<file path="src/sv/rhp_pkg.sv">
// Shared constants and types for the RGB to HSV pixel pipeline.
// No dependencies.
`timescale 1ns / 1ps

package rhp_pkg;

  localparam int COMPONENT_BITS_DEF = 8;
  localparam int FRACTION_BITS_DEF  = 16;

  // Special-case flags carried alongside each pixel to the output select.
  typedef struct packed {
    logic grey;   // chroma zero: hue forced to zero
    logic black;  // value zero: saturation forced to zero
    logic full;   // minimum zero: chroma equals value, saturation clamps
  } rhp_flags_t;

endpackage

</file>
<file path="src/sv/rhp_front.sv">
// Front end: two stages finding max/min, chroma, hue numerator and 6C.
// Depends on rhp_pkg.
`timescale 1ns / 1ps

module rhp_front #(
  parameter int COMPONENT_BITS = 8
) (
  input  logic                      clk,
  input  logic                      rst_n,
  input  logic                      in_valid,
  output logic                      in_ready,
  input  logic [COMPONENT_BITS-1:0] in_red,
  input  logic [COMPONENT_BITS-1:0] in_green,
  input  logic [COMPONENT_BITS-1:0] in_blue,
  output logic                      o_valid,
  input  logic                      o_ready,
  output logic [COMPONENT_BITS-1:0] o_value,
  output logic [COMPONENT_BITS-1:0] o_chroma,
  output logic [COMPONENT_BITS+2:0] o_num,
  output logic [COMPONENT_BITS+2:0] o_div6,
  output rhp_pkg::rhp_flags_t       o_flags
);
  import rhp_pkg::*;

  localparam int CB = COMPONENT_BITS;
  localparam int NW = COMPONENT_BITS + 3;

  localparam logic [1:0] SEL_RED   = 2'd0;
  localparam logic [1:0] SEL_GREEN = 2'd1;
  localparam logic [1:0] SEL_BLUE  = 2'd2;

  // stage A
  logic          vld_a_r, vld_a_nxt;
  logic [CB-1:0] r_a_r, g_a_r, b_a_r, v_a_r, m_a_r;
  logic [CB-1:0] r_a_nxt, g_a_nxt, b_a_nxt, v_a_nxt, m_a_nxt;
  logic [1:0]    sel_a_r, sel_a_nxt;
  logic [CB-1:0] mx_rg, mn_rg, mx, mn;
  logic [1:0]    sel;

  // stage B
  logic          vld_b_r, vld_b_nxt;
  logic [CB-1:0] v_b_r, c_b_r, v_b_nxt, c_b_nxt;
  logic [NW-1:0] num_b_r, d6_b_r, num_b_nxt, d6_b_nxt;
  rhp_flags_t    flg_b_r, flg_b_nxt;
  logic [CB-1:0] c_a;
  logic [NW-1:0] c_w, d6, num;

  logic mv_a, mv_b;

  assign mv_b     = !vld_b_r || o_ready;
  assign mv_a     = !vld_a_r || mv_b;
  assign in_ready = mv_a;

  // on a tie for the maximum, blue has priority over green and green over red
  always_comb begin
    mx_rg = (in_red > in_green) ? in_red : in_green;
    mn_rg = (in_red < in_green) ? in_red : in_green;
    mx    = (mx_rg > in_blue) ? mx_rg : in_blue;
    mn    = (mn_rg < in_blue) ? mn_rg : in_blue;
    priority if (mx == in_blue) begin
      sel = SEL_BLUE;
    end else if (mx == in_green) begin
      sel = SEL_GREEN;
    end else begin
      sel = SEL_RED;
    end
  end

  always_comb begin
    vld_a_nxt = mv_a ? in_valid : vld_a_r;
    r_a_nxt   = mv_a ? in_red   : r_a_r;
    g_a_nxt   = mv_a ? in_green : g_a_r;
    b_a_nxt   = mv_a ? in_blue  : b_a_r;
    v_a_nxt   = mv_a ? mx       : v_a_r;
    m_a_nxt   = mv_a ? mn       : m_a_r;
    sel_a_nxt = mv_a ? sel      : sel_a_r;
  end

  always_comb begin
    c_a = v_a_r - m_a_r;
    c_w = NW'(c_a);
    d6  = (c_w << 2) + (c_w << 1);
    unique case (sel_a_r)
      SEL_BLUE:  num = NW'(r_a_r) + (c_w << 2) - NW'(g_a_r);
      SEL_GREEN: num = NW'(b_a_r) + (c_w << 1) - NW'(r_a_r);
      SEL_RED: begin
        // negative numerator wraps by a full turn
        if (g_a_r >= b_a_r) begin
          num = NW'(g_a_r) - NW'(b_a_r);
        end else begin
          num = d6 - (NW'(b_a_r) - NW'(g_a_r));
        end
      end
      default:   num = '0;
    endcase
  end

  always_comb begin
    vld_b_nxt = mv_b ? vld_a_r : vld_b_r;
    v_b_nxt   = mv_b ? v_a_r   : v_b_r;
    c_b_nxt   = mv_b ? c_a     : c_b_r;
    num_b_nxt = mv_b ? num     : num_b_r;
    d6_b_nxt  = mv_b ? d6      : d6_b_r;
    if (mv_b) begin
      flg_b_nxt.grey  = (c_a == '0);
      flg_b_nxt.black = (v_a_r == '0);
      flg_b_nxt.full  = (m_a_r == '0);
    end else begin
      flg_b_nxt = flg_b_r;
    end
  end

  always_ff @(posedge clk) begin
    if (!rst_n) begin
      vld_a_r <= 1'b0;
      vld_b_r <= 1'b0;
    end else begin
      vld_a_r <= vld_a_nxt;
      vld_b_r <= vld_b_nxt;
    end
  end

  always_ff @(posedge clk) begin
    r_a_r   <= r_a_nxt;
    g_a_r   <= g_a_nxt;
    b_a_r   <= b_a_nxt;
    v_a_r   <= v_a_nxt;
    m_a_r   <= m_a_nxt;
    sel_a_r <= sel_a_nxt;
    v_b_r   <= v_b_nxt;
    c_b_r   <= c_b_nxt;
    num_b_r <= num_b_nxt;
    d6_b_r  <= d6_b_nxt;
    flg_b_r <= flg_b_nxt;
  end

  assign o_valid  = vld_b_r;
  assign o_value  = v_b_r;
  assign o_chroma = c_b_r;
  assign o_num    = num_b_r;
  assign o_div6   = d6_b_r;
  assign o_flags  = flg_b_r;

endmodule

</file>
<file path="src/sv/rhp_div.sv">
// Twin restoring dividers, one quotient bit per stage, FRACTION_BITS stages.
// Lane S: (C << F) / V.  Lane H: (num << F) / 6C.  Depends on rhp_pkg.
`timescale 1ns / 1ps

module rhp_div #(
  parameter int COMPONENT_BITS = 8,
  parameter int FRACTION_BITS  = 16
) (
  input  logic                      clk,
  input  logic                      rst_n,
  input  logic                      i_valid,
  output logic                      i_ready,
  input  logic [COMPONENT_BITS-1:0] i_value,
  input  logic [COMPONENT_BITS-1:0] i_chroma,
  input  logic [COMPONENT_BITS+2:0] i_num,
  input  logic [COMPONENT_BITS+2:0] i_div6,
  input  rhp_pkg::rhp_flags_t       i_flags,
  output logic                      o_valid,
  input  logic                      o_ready,
  output logic [COMPONENT_BITS-1:0] o_value,
  output logic [FRACTION_BITS-1:0]  o_sat_q,
  output logic [FRACTION_BITS-1:0]  o_hue_q,
  output rhp_pkg::rhp_flags_t       o_flags
);
  import rhp_pkg::*;

  localparam int CB = COMPONENT_BITS;
  localparam int NW = COMPONENT_BITS + 3;
  localparam int FB = FRACTION_BITS;

  logic [FB-1:0] vld_r;
  logic [FB-1:0] mv;
  logic [CB-1:0] v_r    [FB];
  logic [CB-1:0] srem_r [FB];
  logic [NW-1:0] hrem_r [FB];
  logic [NW-1:0] hd_r   [FB];
  logic [FB-1:0] sq_r   [FB];
  logic [FB-1:0] hq_r   [FB];
  rhp_flags_t    flg_r  [FB];

  for (genvar k = 0; k < FB; k++) begin : g_step
    logic          vld_p, vld_nxt;
    logic [CB-1:0] v_p, srem_p, srem_nxt, v_nxt;
    logic [NW-1:0] hrem_p, hd_p, hrem_nxt, hd_nxt;
    logic [FB-1:0] sq_p, hq_p, sq_nxt, hq_nxt;
    rhp_flags_t    flg_p, flg_nxt;
    logic [CB:0]   st;
    logic [NW:0]   ht;
    logic          sge, hge;

    if (k == 0) begin : g_first
      assign vld_p  = i_valid;
      assign v_p    = i_value;
      assign srem_p = i_chroma;
      assign hrem_p = i_num;
      assign hd_p   = i_div6;
      assign sq_p   = '0;
      assign hq_p   = '0;
      assign flg_p  = i_flags;
    end else begin : g_next
      assign vld_p  = vld_r[k-1];
      assign v_p    = v_r[k-1];
      assign srem_p = srem_r[k-1];
      assign hrem_p = hrem_r[k-1];
      assign hd_p   = hd_r[k-1];
      assign sq_p   = sq_r[k-1];
      assign hq_p   = hq_r[k-1];
      assign flg_p  = flg_r[k-1];
    end

    if (k == FB - 1) begin : g_last_mv
      assign mv[k] = !vld_r[k] || o_ready;
    end else begin : g_mid_mv
      assign mv[k] = !vld_r[k] || mv[k+1];
    end

    // remainder stays below the divisor on every case whose quotient is used
    always_comb begin
      st  = {srem_p, 1'b0};
      ht  = {hrem_p, 1'b0};
      sge = (st >= {1'b0, v_p});
      hge = (ht >= {1'b0, hd_p});
      vld_nxt  = mv[k] ? vld_p : vld_r[k];
      v_nxt    = mv[k] ? v_p   : v_r[k];
      hd_nxt   = mv[k] ? hd_p  : hd_r[k];
      flg_nxt  = mv[k] ? flg_p : flg_r[k];
      srem_nxt = srem_r[k];
      hrem_nxt = hrem_r[k];
      sq_nxt   = sq_r[k];
      hq_nxt   = hq_r[k];
      if (mv[k]) begin
        srem_nxt = sge ? CB'(st - {1'b0, v_p}) : CB'(st);
        hrem_nxt = hge ? NW'(ht - {1'b0, hd_p}) : NW'(ht);
        sq_nxt   = {sq_p[FB-2:0], sge};
        hq_nxt   = {hq_p[FB-2:0], hge};
      end
    end

    always_ff @(posedge clk) begin
      if (!rst_n) begin
        vld_r[k] <= 1'b0;
      end else begin
        vld_r[k] <= vld_nxt;
      end
    end

    always_ff @(posedge clk) begin
      v_r[k]    <= v_nxt;
      srem_r[k] <= srem_nxt;
      hrem_r[k] <= hrem_nxt;
      hd_r[k]   <= hd_nxt;
      sq_r[k]   <= sq_nxt;
      hq_r[k]   <= hq_nxt;
      flg_r[k]  <= flg_nxt;
    end
  end

  assign i_ready = mv[0];
  assign o_valid = vld_r[FB-1];
  assign o_value = v_r[FB-1];
  assign o_sat_q = sq_r[FB-1];
  assign o_hue_q = hq_r[FB-1];
  assign o_flags = flg_r[FB-1];

endmodule

</file>
<file path="src/sv/rgb_to_hsv_pixel.sv">
// Top level of the RGB to HSV pixel converter: front end, divider pipe,
// output register with special-case select. Depends on rhp_pkg, rhp_front, rhp_div.
`timescale 1ns / 1ps
//
//  channel | direction | handshake           | payload
//  --------+-----------+---------------------+-----------------------------------------
//  in_     | in        | in_valid / in_ready | in_red, in_green, in_blue
//  out_    | out       | out_valid/out_ready | out_hue, out_saturation, out_brightness
//
//  One pixel per clock sustained while out_ready stays high; the path runs through two
//  front stages, one divider stage per quotient bit and one output stage.
//  Every stage has its own valid bit; a stage loads when empty or when the one
//  after it moves, so bubbles close up and a stall on out_ready holds all data.
//  Synchronous active-low reset clears the valid bits only.

module rgb_to_hsv_pixel #(
  parameter int COMPONENT_BITS = rhp_pkg::COMPONENT_BITS_DEF,
  parameter int FRACTION_BITS  = rhp_pkg::FRACTION_BITS_DEF
) (
  input  logic                      clk,
  input  logic                      rst_n,
  input  logic                      in_valid,
  output logic                      in_ready,
  input  logic [COMPONENT_BITS-1:0] in_red,
  input  logic [COMPONENT_BITS-1:0] in_green,
  input  logic [COMPONENT_BITS-1:0] in_blue,
  output logic                      out_valid,
  input  logic                      out_ready,
  output logic [FRACTION_BITS-1:0]  out_hue,
  output logic [FRACTION_BITS-1:0]  out_saturation,
  output logic [COMPONENT_BITS-1:0] out_brightness
);
  import rhp_pkg::*;

  localparam int CB = COMPONENT_BITS;
  localparam int NW = COMPONENT_BITS + 3;
  localparam int FB = FRACTION_BITS;

  logic          f_valid, f_ready;
  logic [CB-1:0] f_value, f_chroma;
  logic [NW-1:0] f_num, f_div6;
  rhp_flags_t    f_flags;

  logic          d_valid, d_ready;
  logic [CB-1:0] d_value;
  logic [FB-1:0] d_sat_q, d_hue_q;
  rhp_flags_t    d_flags;

  logic          out_valid_r, out_valid_nxt;
  logic [FB-1:0] hue_r, hue_nxt, sat_r, sat_nxt;
  logic [CB-1:0] bri_r, bri_nxt;

  rhp_front #(
    .COMPONENT_BITS(CB)
  ) u_front (
    .clk      (clk),
    .rst_n    (rst_n),
    .in_valid (in_valid),
    .in_ready (in_ready),
    .in_red   (in_red),
    .in_green (in_green),
    .in_blue  (in_blue),
    .o_valid  (f_valid),
    .o_ready  (f_ready),
    .o_value  (f_value),
    .o_chroma (f_chroma),
    .o_num    (f_num),
    .o_div6   (f_div6),
    .o_flags  (f_flags)
  );

  rhp_div #(
    .COMPONENT_BITS(CB),
    .FRACTION_BITS (FB)
  ) u_div (
    .clk      (clk),
    .rst_n    (rst_n),
    .i_valid  (f_valid),
    .i_ready  (f_ready),
    .i_value  (f_value),
    .i_chroma (f_chroma),
    .i_num    (f_num),
    .i_div6   (f_div6),
    .i_flags  (f_flags),
    .o_valid  (d_valid),
    .o_ready  (d_ready),
    .o_value  (d_value),
    .o_sat_q  (d_sat_q),
    .o_hue_q  (d_hue_q),
    .o_flags  (d_flags)
  );

  assign d_ready = !out_valid_r || out_ready;

  always_comb begin
    out_valid_nxt = d_ready ? d_valid : out_valid_r;
    hue_nxt       = hue_r;
    sat_nxt       = sat_r;
    bri_nxt       = bri_r;
    if (d_ready) begin
      bri_nxt = d_value;
      hue_nxt = d_flags.grey ? '0 : d_hue_q;
      // chroma equal to value would be exactly 1.0: clamp to all ones
      priority if (d_flags.black) begin
        sat_nxt = '0;
      end else if (d_flags.full) begin
        sat_nxt = '1;
      end else begin
        sat_nxt = d_sat_q;
      end
    end
  end

  always_ff @(posedge clk) begin
    if (!rst_n) begin
      out_valid_r <= 1'b0;
    end else begin
      out_valid_r <= out_valid_nxt;
    end
  end

  always_ff @(posedge clk) begin
    hue_r <= hue_nxt;
    sat_r <= sat_nxt;
    bri_r <= bri_nxt;
  end

  assign out_valid      = out_valid_r;
  assign out_hue        = hue_r;
  assign out_saturation = sat_r;
  assign out_brightness = bri_r;

endmodule

</file>
<file path="config.mk">
export PLATFORM = sky130hd
export DESIGN_NAME = rgb_to_hsv_pixel
export DESIGN_NICKNAME = d
export VERILOG_FILES = /design/src/sv/rhp_pkg.sv /design/src/sv/rhp_front.sv /design/src/sv/rhp_div.sv /design/src/sv/rgb_to_hsv_pixel.sv
export SDC_FILE = /design/constraint.sdc
export NUM_CORES = 2
export LEC_CHECK = 0
export BUFFER_PORTS_ARGS = -buffer_cell sky130_fd_sc_hd__buf_2
export CAP_MARGIN = 20
export CORE_ASPECT_RATIO = 1.4
export CORE_MARGIN = 5
export CORE_UTILIZATION = 40
export CTS_CLUSTER_DIAMETER = 40
export DETAILED_ROUTE_END_ITERATION = 10
export GPL_TIMING_DRIVEN = 0
export PLACE_DENSITY = 0.56
export SKIP_LAST_GASP = 1
export SLEW_MARGIN = 20
export SYNTH_ARGS = -nofsm -noshare
export SYNTH_HDL_FRONTEND = slang
export SYNTH_SLANG_ARGS = --single-unit
</file>
<file path="constraint.sdc">
create_clock -name clk -period 15.9 [get_ports clk]
set_input_delay 4.77 -clock clk [delete_from_list [all_inputs] [get_ports clk]]
set_output_delay 4.77 -clock clk [all_outputs]
set_load 0.01 [all_outputs]
</file>
======== After elaboration in Yosys (flattened, before gate mapping) ========
Memory sizes are Yosys's and may differ from the RTL's.
Cells that the tools add are included.
cells by class
  add/sub/neg operators ................... 41
  $lt $le $gt $ge ......................... 37
  eq/ne operators ......................... 5
  multiplexer cells ....................... 152
  reduce and logical (&&, ||, !) cells .... 42
operators with widths
  operator              number
  $mux W11              49
  $mux W16              33
  $mux W8               52
  $ge A12 B11 Y1        16
  $sub A11 B11 Y11      17
  $ge A9 B8 Y1          16
  $sub A8 B8 Y8         17
  $mux W3               16
  $pmux W11 S3          1
  $logic_not A8 Y1      3
  $sub A11 B8 Y11       2
  $logic_not A1 Y1      19
  $logic_or A1 B1 Y1    19
  $sub A8 B8 Y9         2
  $eq A8 B8 Y1          2
  $gt A8 B8 Y1          2
  $lt A8 B8 Y1          2
  $add A10 B9 Y11       1
  $add A8 B10 Y11       1
  $add A8 B9 Y10        1
  $ge A8 B8 Y1          1
  $eq A2 B1 Y1 const B  1
  $eq A2 B2 Y1 const B  1
  $logic_not A2 Y1      1
  other kinds (2)       2
storage, ports and cells
  flip-flop bits (word level) ............. 142
  RAM bits ................................ 1,168
  input port bits ......................... 28
  output and inout port bits .............. 42
  memories kept ........................... 7
memory list
  name          words  width  read ports  clocked after memory_dff  wr ports  RTL line       source
  u_div.hq_r    16     16     16          0                         16        rhp_div.sv:38  logic [FB-1:0] hq_r [FB];
  u_div.sq_r    16     16     16          0                         16        rhp_div.sv:37  logic [FB-1:0] sq_r [FB];
  u_div.hd_r    16     11     15          0                         16        rhp_div.sv:36  logic [NW-1:0] hd_r [FB];
  u_div.hrem_r  16     11     15          0                         16        rhp_div.sv:35  logic [NW-1:0] hrem_r [FB];
  u_div.srem_r  16     8      15          0                         16        rhp_div.sv:34  logic [CB-1:0] srem_r [FB];
  u_div.v_r     16     8      16          0                         16        rhp_div.sv:33  logic [CB-1:0] v_r [FB];
  +1 memories   n/a    n/a    n/a         n/a                       n/a       n/a

======== Depth between registers and ports, before layout ========
  word-level depth ........................ 20
  mapped depth ............................ 19
  mapped depth without buffers ............ 19

======== By module ========
A second synthesis with hierarchy kept.
unflattened totals
  cells, all modules ...................... 4,186
  area, all modules ....................... 52,490.3 um^2
by module, submodules not included
  module            instances  cells each  area each (um^2)  seq. area each (um^2)
  rhp_div           1          3,403       44,033.5          27,286.2
  rhp_front         1          686         6,927.9           2,472.4
  rgb_to_hsv_pixel  1          97          1,529.0           1,221.2

======== Worst setup path before layout ========
OpenSTA, ideal clock, no wires.
  kind .................................... input to output
  from .................................... input port out_ready
  to ...................................... output port in_ready
  data arrival time ....................... 10.670 ns
  data required time ...................... 11.130 ns
  slack ................................... 0.460 ns
  stages on the path ...................... 11
  cell sequence ........................... nand2b_1 > nor2_2 > inv_2 > nor2_1 > nand2_1 > nor2_2 > inv_2 > nor3_2 > and3_1 > and3_1 > nand3_1
on the way
  word-level cells in the longest chain between the ends .. 19
ends and longest elaborated chain
  what                               RTL line                source
  from (decl)                        rgb_to_hsv_pixel.sv:28  input logic out_ready,
  $logic_or A1 B1 Y1                 rgb_to_hsv_pixel.sv:93  assign d_ready = !out_valid_r || out_ready;
  $logic_or A1 B1 Y1                 rhp_div.sv:72           assign mv[k] = !vld_r[k] || o_ready;
  named net u_div.mv[15]             rhp_div.sv:32           logic [FB-1:0] mv;
  $logic_or A1 B1 Y1 (4 in series)   rhp_div.sv:74           assign mv[k] = !vld_r[k] || mv[k+1];
  named net u_div.mv[11]             rhp_div.sv:32
  $logic_or A1 B1 Y1                 rhp_div.sv:74
  named net u_div.mv[10]             rhp_div.sv:32
  $logic_or A1 B1 Y1 (10 in series)  rhp_div.sv:74
  $logic_or A1 B1 Y1                 rhp_front.sv:50         assign mv_b = !vld_b_r || o_ready;
  $logic_or A1 B1 Y1                 rhp_front.sv:51         assign mv_a = !vld_a_r || mv_b;
  to (decl)                          rgb_to_hsv_pixel.sv:23  output logic in_ready,
The timed path passes the listed nets, and every way through them passes these cells.

======== Worst setup path in the final report ========
  from .................................... input port out_ready
  to ...................................... output port in_ready
on the way
  word-level cells in the longest chain between the ends .. 19
ends and longest elaborated chain
  what                               RTL line                source
  $logic_or A1 B1 Y1                 rgb_to_hsv_pixel.sv:93
  named net d_ready                  rgb_to_hsv_pixel.sv:44  logic d_valid, d_ready;
  $logic_or A1 B1 Y1                 rhp_div.sv:72
  named net u_div.mv[15]             rhp_div.sv:32
  $logic_or A1 B1 Y1 (4 in series)   rhp_div.sv:74
  named net u_div.mv[11]             rhp_div.sv:32
  $logic_or A1 B1 Y1                 rhp_div.sv:74
  named net u_div.mv[10]             rhp_div.sv:32
  $logic_or A1 B1 Y1 (10 in series)  rhp_div.sv:74
  $logic_or A1 B1 Y1                 rhp_front.sv:50
  $logic_or A1 B1 Y1                 rhp_front.sv:51
The timed path passes the listed nets, and every way through them passes these cells.

==> out/qor.csv <==
metric,value,unit
status,"complete, no violations",
dpl.hpwl,71100,um
worst_pin_slew,1130,ps
synth_edf_count,989,
synth_top_area_share,59.7,%
crit_type,input pin to output port,
io_pins,70,
max_slew_margin,24.0,%
num_antenna_cells,0,
max_freq,68.3,MHz
postRouteAntennaNets,0,
postLayoutSetupSlackWorst,1250,ps
yosysSeqAreaShare,60.4,%
cts_buffers,130,
p_per_area,251,mW/mm2
clk_path_buf_depth,3,
h-tree-depth,4,
drv_cap,0,
grt_overflow,0,
cts_setup_buffers,0,
critPathArrivalTime,9880,ps
syn_inst,3748,
core,0.124,mm2
ys.warnings.count,0,
place_congestion,0.853,
fin_skew,36.2,ps
die_w,308,um
synth_flop_cell,edfxtp_1,
grt_pass1_wl,148000,um
synth_area,0.0498,mm2
syn_nets,4196,
yosys.area.top_type,edfxtp_1,
crit_fanout,63,
critical_path_required,11130,ps
synth.distinct_cells,74,
rows,153,
tns,0,ps
nets,4410,
rsz0062_at_grt,false,
fillers,11100,
finalCritPeriodShare,92.1,%
hold_violations,0,
antenna_found_initial,0,
final_common_cell,edfxtp_1,
hp-class,register to register,
setup_viol,0,
layout-drive-gt1-share,13.0,%
hold_buffers,0,
clk_pin_slew_worst_paths,60,ps
die_height,427,um
slew_violations,0,
async_flop_share,0,%
via_per_inst,4.95,
first_pass_iters,5,
start_kind,input pin,
synthTopCellsByArea,"edfxtp_1, ha_1, mux2_2, inv_1, xnor2_1",
area_growth,14.2,%
pre_cts_slack,1090,ps
clk_latency,720,ps
cts_root_buffer,clkbuf_16,
first_global_vias,30200,
wl_per_cell,16.1,um
start_util,40.2,%
gr-usage-all-layers,14.0,%
critPathCaptureType,output port,
synth-seq-cells,1008,
ctsResizeCount,0,
avgSynthCellArea,13.3,um2
grt_max_degree,64,
wl,91500,um
tritoncts,yes,
num_vias,28200,
fin_crit,14650,ps
final_cell_mix,"edfxtp_1, inv_1, ha_1",
io_buffers,68,
cts_sinks,1008,
drt-initial-drc-count,1082,
remaining_drc_errors,0,
ir_worst_vdd,172,uV
leakage,23.2,nW
dieArea,0.132,mm2
==> per-layer routing <==
layer,part of all wire [%],global-route usage [%],vias to the layer above
li1,-,-,14000
met5,0,0,-
met4,5.0,7.17,0
met1,30,11.1,13600
met2,62,30.7,386
met3,3.0,2.51,225
==> power breakdown <==
group / leakage [nW] / switching (W) / internal [W]
Combinational: 10.7 / 0.00334 / 0.00308
Sequential: 10.4 / 0.000495 / 0.00453
Clock: 2.03 / 0.00114 / 0.00168
==> area by class of cell <==
type	count	area (um2)	share of cell area [%]
Sequential cell	1008	30100	52.9
Multi-Input combinational cell	2209	17800	31.3
Clock buffer	152	3410	6.00
Tap cell	1627	2040	3.58
Inverter	499	1880	3.31
Clock inverter	86	837	1.47
Timing Repair Buffer	82	673	1.18
Buffer	32	129	0.227
==> per-stage QoR <==
step	cell area (um2)	hold WS, ps	power, W	util [%]	cells
final	56800	410	0.0143	45.9	5695
after detailed placement	52600	405	0.0116	42.4	5457
after global routing	56800	407	0.0154	45.9	5695
after global placement	52100	400	0.0115	42.1	5443
after floorplan	49800	400	0.00994	-	3748
after CTS	56800	408	0.0145	45.9	5695
==> critical path: stages <==
cell      delay (ps)
buf_2             90
nand2b_2         390
buf_12           280
nor2_2           290
inv_2            460
nor2_1           510
nand2_4          340
nor2_2           270
inv_4            310
nor3_2           520
and3_1           340
and3_1           360
nand3_4          520
buf_2            350
==> synth_stat cells (18+ instances only) <==
library cell and number:
a21boi_0 27, a21boi_1 26, a21o_1 86, a21oi_1 132
and2_1 26, clkbuf_1 29, dfxtp_1 19, edfxtp_1 989
fa_1 43, ha_1 377, inv_1 496, mux2_2 177
mux2i_1 33, nand2_1 109, nand2b_1 49, nand3_1 35
nand4_1 53, nor2_1 224, nor2b_1 113, nor3_1 44
nor4_1 18, o21a_1 64, o21ai_0 110, o21ai_1 59
xnor2_1 140, xor2_1 70
==> sequential cells by signal (all words and copies together) (netlist names), 2 cells and up <==
name	flops
u_front.o_flags	3
u_div.hrem_r	150
u_front.o_num	11
u_div.srem_r	120
out_saturation	16
u_div.sq_r	136
out_hue	16
u_div.hq_r	136
u_front.m_a_r	8
u_front.v_a_r	8
u_div.flg_r	48
u_div.g_step.vld_p	15
u_front.b_a_r	8
u_front.sel_a_r	2
u_front.r_a_r	8
u_front.o_value	8
u_front.g_a_r	8
u_front.o_chroma	8
u_div.hd_r	150
u_front.o_div6	9
u_div.v_r	128
out_brightness	8
==> cells by family (layout without fill, tap and decap cells) <==
| family | after synthesis | after routing | synth area share, % |
|---|---|---|---|
| simple gates | 720 | 720 | 7.24 |
| mux | 219 | 219 | 4.87 |
| fa+ha+maj | 420 | 420 | 11.2 |
| compound gates | 639 | 639 | 8.48 |
| flops | 1008 | 1008 | 60.4 |
| xor+xnor | 211 | 211 | 3.74 |
| buf+inv | 531 | 851 | 4.02 |
==> worst paths after layout <==
check | from | endpoint | slack (ps) | cells after the start
max | out_ready | in_ready | 1250 | 14
min | u_div.hq_r[1][4]$_DFFE_PP_ | u_div.hq_r[1][21]$_DFFE_PP_ | 410 | 0
max reg2reg | out_valid$_SDFFE_PN0P_ | u_front.vld_a_r$_SDFFE_PN0P_ | 10350 | 13
min reg2reg | u_div.hq_r[1][4]$_DFFE_PP_ | u_div.hq_r[1][21]$_DFFE_PP_ | 410 | 0
Note: power is estimated with default switching activity, not from simulation.
